`src/rtl/core/median_and_abs_deviation_sum_defines.svh`:
```
// Assertion macros shared by the median and deviation-sum block.
`ifndef MEDIAN_AND_ABS_DEVIATION_SUM_DEFINES_SVH
`define MEDIAN_AND_ABS_DEVIATION_SUM_DEFINES_SVH

// Same-cycle implication, checked outside reset.
`define MADS_ASSERT_IMP(name, clk, rst_n, ante, cons, msg) \
  name: assert property (@(posedge clk) disable iff (!(rst_n)) (ante) |-> (cons)) \
    else $error(msg);

// Next-cycle implication, checked outside reset.
`define MADS_ASSERT_NXT(name, clk, rst_n, ante, cons, msg) \
  name: assert property (@(posedge clk) disable iff (!(rst_n)) (ante) |=> (cons)) \
    else $error(msg);

`endif

```
`src/rtl/core/mads_pkg.sv`:
```
// Package with shared types and constants of the median and deviation-sum block.
package mads_pkg;

  localparam int unsigned MAX_COUNT_DEF   = 64;
  localparam int unsigned VALUE_WIDTH_DEF = 16;
  localparam int unsigned TOTAL_W         = 21;
  localparam int unsigned SIZE_W          = 7;

  typedef enum logic [1:0] {
    ST_FILL,
    ST_SWEEP,
    ST_DONE
  } mads_state_e;

  typedef struct packed {
    logic insert;
    logic load;
    logic step;
    logic publish;
  } mads_cmd_t;

  typedef struct packed {
    logic last_step;
  } mads_status_t;

endpackage

```
`src/rtl/core/mads_ctrl.sv`:
```
// Controller state machine of the median and deviation-sum block.
module mads_ctrl
  import mads_pkg::*;
(
  input  logic         clk_i,
  input  logic         rst_ni,
  input  logic         in_valid_i,
  input  logic         set_end_i,
  input  logic         out_ready_i,
  input  mads_status_t status_i,
  output logic         in_ready_o,
  output logic         out_valid_o,
  output mads_cmd_t    cmd_o,
  output mads_state_e  state_o
);

  mads_state_e state_q, state_d;
  logic        out_valid_q, out_valid_d;
  logic        accept;
  logic        publish;

  assign accept  = (state_q == ST_FILL) && in_valid_i;
  assign publish = (state_q == ST_DONE) && (!out_valid_q || out_ready_i);

  always_comb begin
    state_d = state_q;
    unique case (state_q)
      ST_FILL: begin
        if (accept && set_end_i) begin
          state_d = ST_SWEEP;
        end
      end
      ST_SWEEP: begin
        if (status_i.last_step) begin
          state_d = ST_DONE;
        end
      end
      ST_DONE: begin
        if (publish) begin
          state_d = ST_FILL;
        end
      end
      default: state_d = ST_FILL;
    endcase
  end

  always_comb begin
    cmd_o.insert  = accept;
    cmd_o.load    = accept && set_end_i;
    cmd_o.step    = (state_q == ST_SWEEP);
    cmd_o.publish = publish;
    in_ready_o    = (state_q == ST_FILL);
    out_valid_o   = out_valid_q;
    state_o       = state_q;
    if (publish) begin
      out_valid_d = 1'b1;
    end else if (out_ready_i) begin
      out_valid_d = 1'b0;
    end else begin
      out_valid_d = out_valid_q;
    end
  end

  always_ff @(posedge clk_i or negedge rst_ni) begin
    if (!rst_ni) begin
      state_q     <= ST_FILL;
      out_valid_q <= 1'b0;
    end else begin
      state_q     <= state_d;
      out_valid_q <= out_valid_d;
    end
  end

endmodule

```
`src/rtl/core/mads_datapath.sv`:
```
// Datapath: sorted insertion chain, deviation-sum sweep and result register.
module mads_datapath
  import mads_pkg::*;
#(
  parameter int unsigned MAX_COUNT   = MAX_COUNT_DEF,
  parameter int unsigned VALUE_WIDTH = VALUE_WIDTH_DEF
) (
  input  logic                          clk_i,
  input  logic                          rst_ni,
  input  mads_cmd_t                     cmd_i,
  input  logic signed [VALUE_WIDTH-1:0] sample_value_i,
  output mads_status_t                  status_o,
  output logic signed [VALUE_WIDTH-1:0] median_value_o,
  output logic        [TOTAL_W-1:0]     distance_total_o,
  output logic        [SIZE_W-1:0]      set_size_o,
  output logic                          overflow_flag_o
);

  localparam int unsigned CW    = $clog2(MAX_COUNT + 1);
  localparam int unsigned EXT_W = (TOTAL_W > VALUE_WIDTH) ? TOTAL_W : VALUE_WIDTH;

  logic signed [VALUE_WIDTH-1:0] cell_q [MAX_COUNT];
  logic signed [VALUE_WIDTH-1:0] cell_d [MAX_COUNT];
  logic        [MAX_COUNT-1:0]   gt;
  logic        [MAX_COUNT-1:0]   vacant;

  logic [CW-1:0] count_q, count_d;
  logic          dropped_q, dropped_d;
  logic          full;
  logic [CW-1:0] n_new;

  logic [CW-1:0]      size_q, half_q, upper_q, mid_q, k_q;
  logic               flag_q;
  logic [TOTAL_W-1:0] acc_q, acc_d;
  logic signed [VALUE_WIDTH-1:0] med_q;
  logic signed [EXT_W-1:0]       head_ext;
  logic [TOTAL_W-1:0]            term;

  logic signed [VALUE_WIDTH-1:0] out_med_q;
  logic [TOTAL_W-1:0]            out_total_q;
  logic [CW-1:0]                 out_size_q;
  logic                          out_flag_q;

  assign full  = (count_q == CW'(MAX_COUNT));
  assign n_new = full ? count_q : count_q + CW'(1);

  // Each cell compares its value with the incoming sample.
  always_comb begin
    for (int i = 0; i < MAX_COUNT; i++) begin
      vacant[i] = (CW'(i) >= count_q);
      gt[i]     = !vacant[i] && (cell_q[i] > sample_value_i);
    end
  end

  always_comb begin
    for (int i = 0; i < MAX_COUNT; i++) begin
      cell_d[i] = cell_q[i];
    end
    if (cmd_i.step) begin
      for (int i = 0; i < MAX_COUNT - 1; i++) begin
        cell_d[i] = cell_q[i + 1];
      end
    end else if (cmd_i.insert && !full) begin
      for (int i = 0; i < MAX_COUNT; i++) begin
        if (gt[i] || vacant[i]) begin
          cell_d[i] = sample_value_i;
        end
      end
      for (int i = 1; i < MAX_COUNT; i++) begin
        if ((gt[i] || vacant[i]) && gt[i - 1]) begin
          cell_d[i] = cell_q[i - 1];
        end
      end
    end
  end

  always_ff @(posedge clk_i) begin
    for (int i = 0; i < MAX_COUNT; i++) begin
      cell_q[i] <= cell_d[i];
    end
  end

  always_comb begin
    count_d   = count_q;
    dropped_d = dropped_q;
    if (cmd_i.load) begin
      count_d   = '0;
      dropped_d = 1'b0;
    end else if (cmd_i.insert) begin
      if (full) begin
        dropped_d = 1'b1;
      end else begin
        count_d = count_q + CW'(1);
      end
    end
  end

  always_ff @(posedge clk_i or negedge rst_ni) begin
    if (!rst_ni) begin
      count_q   <= '0;
      dropped_q <= 1'b0;
      k_q       <= '0;
    end else begin
      count_q   <= count_d;
      dropped_q <= dropped_d;
      if (cmd_i.load) begin
        k_q <= '0;
      end else if (cmd_i.step) begin
        k_q <= k_q + CW'(1);
      end
    end
  end

  // The head cell holds sorted element k during sweep step k.
  assign head_ext = EXT_W'(cell_q[0]);
  assign term     = head_ext[TOTAL_W-1:0];

  always_comb begin
    acc_d = acc_q;
    if (k_q >= upper_q) begin
      acc_d = acc_d + term;
    end
    if (k_q < half_q) begin
      acc_d = acc_d - term;
    end
  end

  assign status_o.last_step = (k_q == size_q - CW'(1));

  always_ff @(posedge clk_i) begin
    if (cmd_i.load) begin
      size_q  <= n_new;
      flag_q  <= dropped_q | full;
      half_q  <= n_new >> 1;
      upper_q <= n_new - (n_new >> 1);
      mid_q   <= (n_new - CW'(1)) >> 1;
      acc_q   <= '0;
    end else if (cmd_i.step) begin
      acc_q <= acc_d;
      if (k_q == mid_q) begin
        med_q <= cell_q[0];
      end
    end
    if (cmd_i.publish) begin
      out_med_q   <= med_q;
      out_total_q <= acc_q;
      out_size_q  <= size_q;
      out_flag_q  <= flag_q;
    end
  end

  assign median_value_o   = out_med_q;
  assign distance_total_o = out_total_q;
  assign set_size_o       = SIZE_W'(out_size_q);
  assign overflow_flag_o  = out_flag_q;

endmodule

```
`src/rtl/core/median_and_abs_deviation_sum.sv`:
```
// A value without the set end mark is stored in the sorted chain; values stream at one per cycle in the fill phase.
// The last value of a set starts the sweep, and its result follows once the sweep is done.
// The input is held off during the sweep and result phases; the sweep takes one element per cycle.
// The output register lets the next set fill while a finished result still waits.
// Reset is asynchronous, active low; it clears the count, the dropped-value flag, the sweep index and the controller.
// Stored values need no clearing, as only entries below the count are ever used.
`include "median_and_abs_deviation_sum_defines.svh"

// Top level of the lower median and sum of absolute deviations block.
module median_and_abs_deviation_sum
  import mads_pkg::*;
#(
  parameter int unsigned MAX_COUNT   = MAX_COUNT_DEF,
  parameter int unsigned VALUE_WIDTH = VALUE_WIDTH_DEF
) (
  input  logic                          clk_i,
  input  logic                          rst_ni,
  input  logic                          in_valid_i,
  output logic                          in_ready_o,
  input  logic signed [VALUE_WIDTH-1:0] sample_value_i,
  input  logic                          set_end_i,
  output logic                          out_valid_o,
  input  logic                          out_ready_i,
  output logic signed [VALUE_WIDTH-1:0] median_value_o,
  output logic        [TOTAL_W-1:0]     distance_total_o,
  output logic        [SIZE_W-1:0]      set_size_o,
  output logic                          overflow_flag_o
);

  // The controller sequences three phases: filling the sorted chain one
  // transaction per cycle, sweeping the chain once to form the median and
  // the deviation sum, and handing the result to the output register.
  mads_cmd_t    cmd;
  mads_status_t status;
  mads_state_e  state;

  mads_ctrl u_ctrl (
    .clk_i       (clk_i),
    .rst_ni      (rst_ni),
    .in_valid_i  (in_valid_i),
    .set_end_i   (set_end_i),
    .out_ready_i (out_ready_i),
    .status_i    (status),
    .in_ready_o  (in_ready_o),
    .out_valid_o (out_valid_o),
    .cmd_o       (cmd),
    .state_o     (state)
  );

  // The datapath keeps the set in a chain of cells in ascending order. Each
  // cell compares itself with the new value, so all cells update at once on
  // an insertion. During the sweep the chain shifts toward its head, where
  // the lower half is subtracted and the upper half added; that equals the
  // total of the pair differences taken inward from both ends.
  mads_datapath #(
    .MAX_COUNT   (MAX_COUNT),
    .VALUE_WIDTH (VALUE_WIDTH)
  ) u_datapath (
    .clk_i            (clk_i),
    .rst_ni           (rst_ni),
    .cmd_i            (cmd),
    .sample_value_i   (sample_value_i),
    .status_o         (status),
    .median_value_o   (median_value_o),
    .distance_total_o (distance_total_o),
    .set_size_o       (set_size_o),
    .overflow_flag_o  (overflow_flag_o)
  );

  // A transaction that closes a set must start the sweep.
  `MADS_ASSERT_NXT(a_end_starts_sweep, clk_i, rst_ni, in_valid_i && in_ready_o && set_end_i, state == ST_SWEEP, "set end did not start the sweep")

  // A new result appears only out of the result phase.
  `MADS_ASSERT_IMP(a_result_from_done, clk_i, rst_ni, $rose(out_valid_o), $past(state) == ST_DONE, "result shown outside the result phase")

  // Every reported set holds at least one value.
  `MADS_ASSERT_IMP(a_size_nonzero, clk_i, rst_ni, out_valid_o, set_size_o != '0, "result reports an empty set")

endmodule
```
`config.mk`:
```
export PLATFORM = sky130hd
export DESIGN_NAME = median_and_abs_deviation_sum
export DESIGN_NICKNAME = d
export VERILOG_FILES = /design/src/rtl/core/mads_pkg.sv /design/src/rtl/core/mads_ctrl.sv /design/src/rtl/core/mads_datapath.sv /design/src/rtl/core/median_and_abs_deviation_sum.sv
export VERILOG_INCLUDE_DIRS = /design/src /design/src/rtl/core
export SDC_FILE = /design/constraint.sdc
export NUM_CORES = 2
export LEC_CHECK = 0
export ABC_AREA = 0
export BUFFER_PORTS_ARGS = -buffer_cell sky130_fd_sc_hd__buf_2
export CORE_MARGIN = 2
export CORE_UTILIZATION = 40
export CTS_CLUSTER_DIAMETER = 100
export DETAILED_ROUTE_END_ITERATION = 10
export PLACE_DENSITY = 0.57
export SYNTH_ARGS = -nofsm -noshare
export SYNTH_HDL_FRONTEND = slang
export SYNTH_SLANG_ARGS = --single-unit
```
`constraint.sdc`:
```
create_clock -name clk_i -period 9.8 [get_ports clk_i]
set_clock_uncertainty 0.2 [all_clocks]
set_input_delay 1.96 -clock clk_i [delete_from_list [all_inputs] [get_ports clk_i]]
set_output_delay 1.96 -clock clk_i [all_outputs]
set_load 0.1 [all_outputs]
```
# After elaboration in Yosys (flattened, before gate mapping)
# Memories as Yosys holds them, arrays and structs flattened.
# Cells that the tools add are included.
dict set report totals {
  register_bits 127
  ramBits 1024
  inputBits 21
  word_cells 580
  n_memories 1
}
dict set report op_classes {
  addsub 7
  n_lt_le_gt_ge 130
  n_eq_ne 8
  n_mux 146
  n_bitwise 2
  n_reduce_logical 270
}
# memory words width read_ports rd_clocked_by_memory_dff write_ports line_no
set memory_table {}
lappend memory_table {u_datapath.cell_q 64 16 64 0 64 mads_datapath.sv:22} ;# logic signed [VALUE_WIDTH-1:0] cell_q [MAX_COUNT];
# operator count
set op_table {}
lappend op_table {{2-to-1 mux 16 bit} 128}
lappend op_table {{> comparator 16 bit} 64}
lappend op_table {{2-to-1 mux 1024 bit} 1}
lappend op_table {{2-to-1 mux 1008 bit} 1}
lappend op_table {{>= comparator 6 x 7 -> 1 bit (first input constant)} 32}
lappend op_table {{logical AND 1 bit} 131}
lappend op_table {{>= comparator 5 x 7 -> 1 bit (first input constant)} 16}
lappend op_table {{zero test 1 bit} 66}
lappend op_table {{logical OR 1 bit} 65}
lappend op_table {{>= comparator 4 x 7 -> 1 bit (first input constant)} 8}
lappend op_table {{2-to-1 mux 21 bit} 2}
lappend op_table {{2-to-1 mux 7 bit} 5}
lappend op_table {{>= comparator 3 x 7 -> 1 bit (first input constant)} 4}
lappend op_table {{adder 21 bit} 1}
lappend op_table {{subtractor 21 bit} 1}
lappend op_table {{adder 7 x 1 -> 7 bit (second input constant)} 2}
lappend op_table {{>= comparator 1 x 7 -> 1 bit (first input constant)} 2}
lappend op_table {{>= comparator 2 x 7 -> 1 bit (first input constant)} 2}
lappend op_table {{subtractor 7 x 1 -> 7 bit (second input constant)} 2}
lappend op_table {{nonzero test 2 bit} 4}
lappend op_table {{equality test 7 x 6 -> 1 bit} 1}
lappend op_table {{equality test 7 bit} 1}
lappend op_table {{equality test 7 bit (second input constant)} 1}
lappend op_table {{>= comparator 7 bit} 1}
lappend op_table {{13 further kinds} 22}

# Depth between registers and ports, before layout
dict set report logic_depth {
  ltp_word 8
  mapped_depth 22
  depth_no_buf 20
}

# Modules after synthesis
# A second synthesis with hierarchy kept.
dict set report hier_totals {
  cells_unflattened 8335
  hier_area_um2 84053.1
}
# module instances cells_each area_each_um2 seq_area_each_um2
set by_module_without_submodules {}
lappend by_module_without_submodules {mads_datapath 1 8317 83879.2 34007.6}
lappend by_module_without_submodules {mads_ctrl 1 18 173.9 75.1}

# Worst setup path after synthesis
# No wires, ideal clock.
dict set report synth_timing {
  kind {input -> register}
  from {in sample_value_i[1]}
  to {mem u_datapath.cell_q[0][32] in the netlist's numbering (enable)}
  setup_ns 0.411
  t_arrival_ns 6.104
  required_ns 9.189
  setup_slack_ns 3.085
  stages 11
  path_buffers 1
  cell_sequence {inv_1 -> ha_1 -> nor2b_1 -> o21a_1 -> o21ai_0 -> a21oi_1 -> o31a_1 -> o21bai_2 -> a22oi_4 -> buf_2 -> o21ai_0}
}
# item line_no
set synth_lines {}
lappend synth_lines {{from (decl)} median_and_abs_deviation_sum.sv:20} ;# input logic signed [VALUE_WIDTH-1:0] sample_value_i,
lappend synth_lines {{to (decl)} mads_datapath.sv:22}

==> results.py <==
metrics = {
    "clock_network": {
        "cts_max_level": 4,
        "clkLatencyLatePin_ns": 0.83,
        "cts_root_buffer": "clkbuf_16",
        "clk_pin_slew_ns": 0.06,
        "clock-sinks": 1145,
        "hold_buffers": 0,
        "cts_setup_buffers": 0,
        "clockBufferDepth": 3,
        "cts_tree": "done",
        "cts_inserted_buffers": 145,
        "cts-resized-gates": 0,
    },
    "drt": {
        "drc": 0,
        "vias": 75137,
        "wl_per_cell_um": 31.9,
        "ant_nets": 0,
        "drt_iter0_markers": 9863,
        "wirelength_mm": 359,
        "dr.pass1.iters": 8,
        "vias_per_cell": 6.68,
    },
    "power": {
        "power-per-cell-area_mw_per_mm2": 343,
        "leakage_nw": 37.7,
        "fin_total_pwr_mw": 31.5,
        "ir_drop_uv": 217,
    },
    "floorplan": {
        "dieHeight_um": 462,
        "core_mm2": 0.209,
        "die_w_um": 462,
        "num_rows": 168,
        "ios": 68,
        "initial_core_util_pct": 40.1,
        "dieArea_mm2": 0.213,
    },
    "placement": {
        "place.gp.congestion": 0.962,
        "place_inst": 10971,
        "io_buffers": 67,
        "dp_hpwl_mm": 238,
        "pre_cts_slack_ns": 2.86,
    },
    "synth": {
        "synthTopCellsByArea": "edfxtp_1 (40%), ha_1 (16%), nand2_1 (5.2%)",
        "synth_top_area_share_pct": 39.6,
        "synth_cell_types": 102,
        "ys.flop_type": "edfxtp_1",
        "synth_top_area_cell": "edfxtp_1",
        "synthArstFlopShare_pct": 1.57,
        "netlist_area_mm2": 0.0838,
        "syn_nets": 9597,
        "synthCells": 8480,
        "synth_edf_count": 1106,
        "ys_ff_latch": 1145,
        "yosys_warnings": 0,
        "yosysSeqAreaShare_pct": 40.7,
        "avgSynthCellArea_um2": 9.89,
    },
    "sta": {
        "fin_crit_ns": 6.35,
        "grt_setup_unrepaired": "false",
        "setup_viol": 0,
        "slew-limit-headroom_pct": 7.44,
        "clock.fmax_ghz": 0.158,
        "hold_viol": 0,
        "tns_ns": 0,
        "drv_slew": 0,
        "setup_slack_ns": 3.45,
        "worst_pin_slew_ns": 1.38,
        "post-route-period-util_pct": 64.8,
    },
    "flow_run": {
        "drv_cap": 0,
    },
    "grt": {
        "grt_pass1_wl_mm": 512,
        "antenna_found_initial": 17,
        "grt_max_degree": 196,
        "grtUsageTotal_pct": 32.7,
        "grt_overflow": 0,
        "grt_pass1_vias": 72008,
    },
    "worst_hold_path": {
        "hold_path_class": "register to register",
    },
    "setup_path": {
        "worst_setup_path_start_kind": "input pin",
        "required_ns": 10.13,
        "cp_max_fo": 34,
        "critPathCaptureType": "register",
        "crit_type": "input pin to register",
        "critPathSlowestCell": "a31oi_2",
        "critPathMaxStageDelay_ns": 1.05,
        "path_cells": "buf_2 -> buf_4 -> inv_4 -> buf_12 -> ha_1 -> nand4_1 -> or3_1 -> o21bai_1 -> o211ai_1 -> mux2_2 -> a31oi_2 -> mux2i_1 -> o21ai_0",
        "cp.arrival_ns": 6.67,
    },
    "cells_and_area": {
        "nFillCells": 20105,
        "final_layout_size_suffix_gt1_share_pct": 7.23,
        "syn2layout_area_growth_pct": 9.78,
        "layout_commonest_cell": "nand2_1",
        "fin_util_pct": 44.1,
        "final_cell_mix": "nand2_1 (1,141), edfxtp_1 (1,106), ha_1 (1,093), o21ai_0 (485), nand3_1 (415)",
        "finalNetCount": 9430,
        "stdcell_count": 11241,
    },
    "run_status": {
        "status": "completed",
    },
}
[through the flow]
step / hold slack, ns / cell area, um^2
finish: 0.202 / 92000
global route: 0.210 / 92000
CTS: 0.191 / 92000
detailed placement: 0.206 / 87500
global placement: 0.206 / 87500
floorplan: 0.200 / 83800
[registers in the layout (all words and copies together) (netlist names), 2 cells and up]
register                     count
u_datapath.size_q                7
u_datapath.upper_q               7
u_datapath.count_q               7
u_datapath.median_value_o       16
u_datapath.acc_q                21
u_ctrl.state_o                   2
u_datapath.med_q                16
u_datapath.cell_q             1024
u_datapath.distance_total_o     21
u_datapath.k_q                   7
u_datapath.set_size_o            7
u_datapath.mid_q                 6
[report_power, final]
part / switching [mW] / internal (mW) / leakage [nW] / total [mW]
Sequential: 3.27 / 9.08 / 12.1 / 12.3
Clock: 2.36 / 3.02 / 2.23 / 5.38
Combinational: 8.60 / 5.22 / 23.3 / 13.8
[worst paths after layout]
path | start | to | slack, ns | depth (start not counted)
setup / recovery | sample_value_i[10] | u_datapath.cell_q[0][248]$_DFFE_PP_ | 3.45 | 13
hold / removal | u_datapath.flag_q$_DFFE_PP_ | u_datapath.overflow_flag_o$_DFFE_PP_ | 0.20 | 0
setup reg to reg | u_datapath.count_q[0]$_DFFE_PN0P_ | u_datapath.cell_q[1][176]$_DFFE_PP_ | 4.06 | 9
hold reg to reg | u_datapath.flag_q$_DFFE_PP_ | u_datapath.overflow_flag_o$_DFFE_PP_ | 0.20 | 0
max in group asynchronous | rst_ni | u_datapath.count_q[6]$_DFFE_PN0P_ | 8.16 | 1
min in group asynchronous | rst_ni | u_datapath.count_q[0]$_DFFE_PN0P_ | 0.89 | 1
[per-layer routing]
metal	GRT usage, %	vias to the layer above	part of all wire, %
li1	-	32430	-
met1	43.6	37292	40
met2	49.5	4355	43
met3	7.13	1046	10
met4	17.2	14	5.8
met5	0	-	0.025
[logic make-up (layout without fill, tap and decap cells)]
family / Yosys count / after routing / share of synthesized area, %
AOI/OAI and AO/OA: 2264 / 2264 / 19.1
other: 0 / 9 / 0
and+or+nand+nor: 2842 / 2842 / 16.0
buffers and inverters: 765 / 712 / 3.56
muxes: 289 / 289 / 3.48
DFF: 1145 / 1145 / 40.7
xor gates and xnor gates: 79 / 79 / 0.825
adders and majority gates: 1096 / 1096 / 16.4
[critical path, delay by kind of cell]
kind                     cells  cell delay, ns
AND/OR/NAND/NOR              2            0.49
AO/OA/AOI/OAI                4            1.48
adder cells (fa/ha/maj)      1            0.46
buffers and inverters        4            1.36
multiplexers                 2            0.68
[area by class of cell]
class / count / area [um^2] / share of cell area (%)
Antenna cell: 9 / 22.5 / 0.0245
Clock buffer: 166 / 3720 / 4.04
Clock inverter: 95 / 835 / 0.907
Inverter: 203 / 800 / 0.869
Multi-Input combinational cell: 6570 / 47200 / 51.3
Sequential cell: 1145 / 34100 / 37.0
Tap cell: 2805 / 3510 / 3.81
Timing Repair Buffer: 248 / 1900 / 2.06
[synthesized netlist by cell type (30+ instances only)]
| cell type | number |
|---|---|
| and2_1 | 67 |
| a21oi_1 | 317 |
| a211oi_1 | 32 |
| xor2_1 | 30 |
| o211ai_1 | 318 |
| ha_1 | 1093 |
| o21ai_0 | 508 |
| edfxtp_1 | 1106 |
| nand4_1 | 362 |
| and3_1 | 42 |
| xnor2_1 | 49 |
| nor2b_1 | 122 |
| o31ai_1 | 31 |
| nand2_1 | 1158 |
| a31oi_1 | 32 |
| o221ai_1 | 32 |
| nand3_1 | 415 |
| nor2_1 | 425 |
| buf_2 | 41 |
| o21a_1 | 114 |
| o22ai_1 | 33 |
| mux2i_1 | 269 |
| inv_1 | 201 |
| nand2b_1 | 39 |
| a21o_1 | 280 |
| nor3_1 | 57 |
| clkbuf_1 | 480 |
| o21bai_1 | 30 |
| a221o_1 | 306 |
No activity file was read; power rests on OpenSTA's default activity.
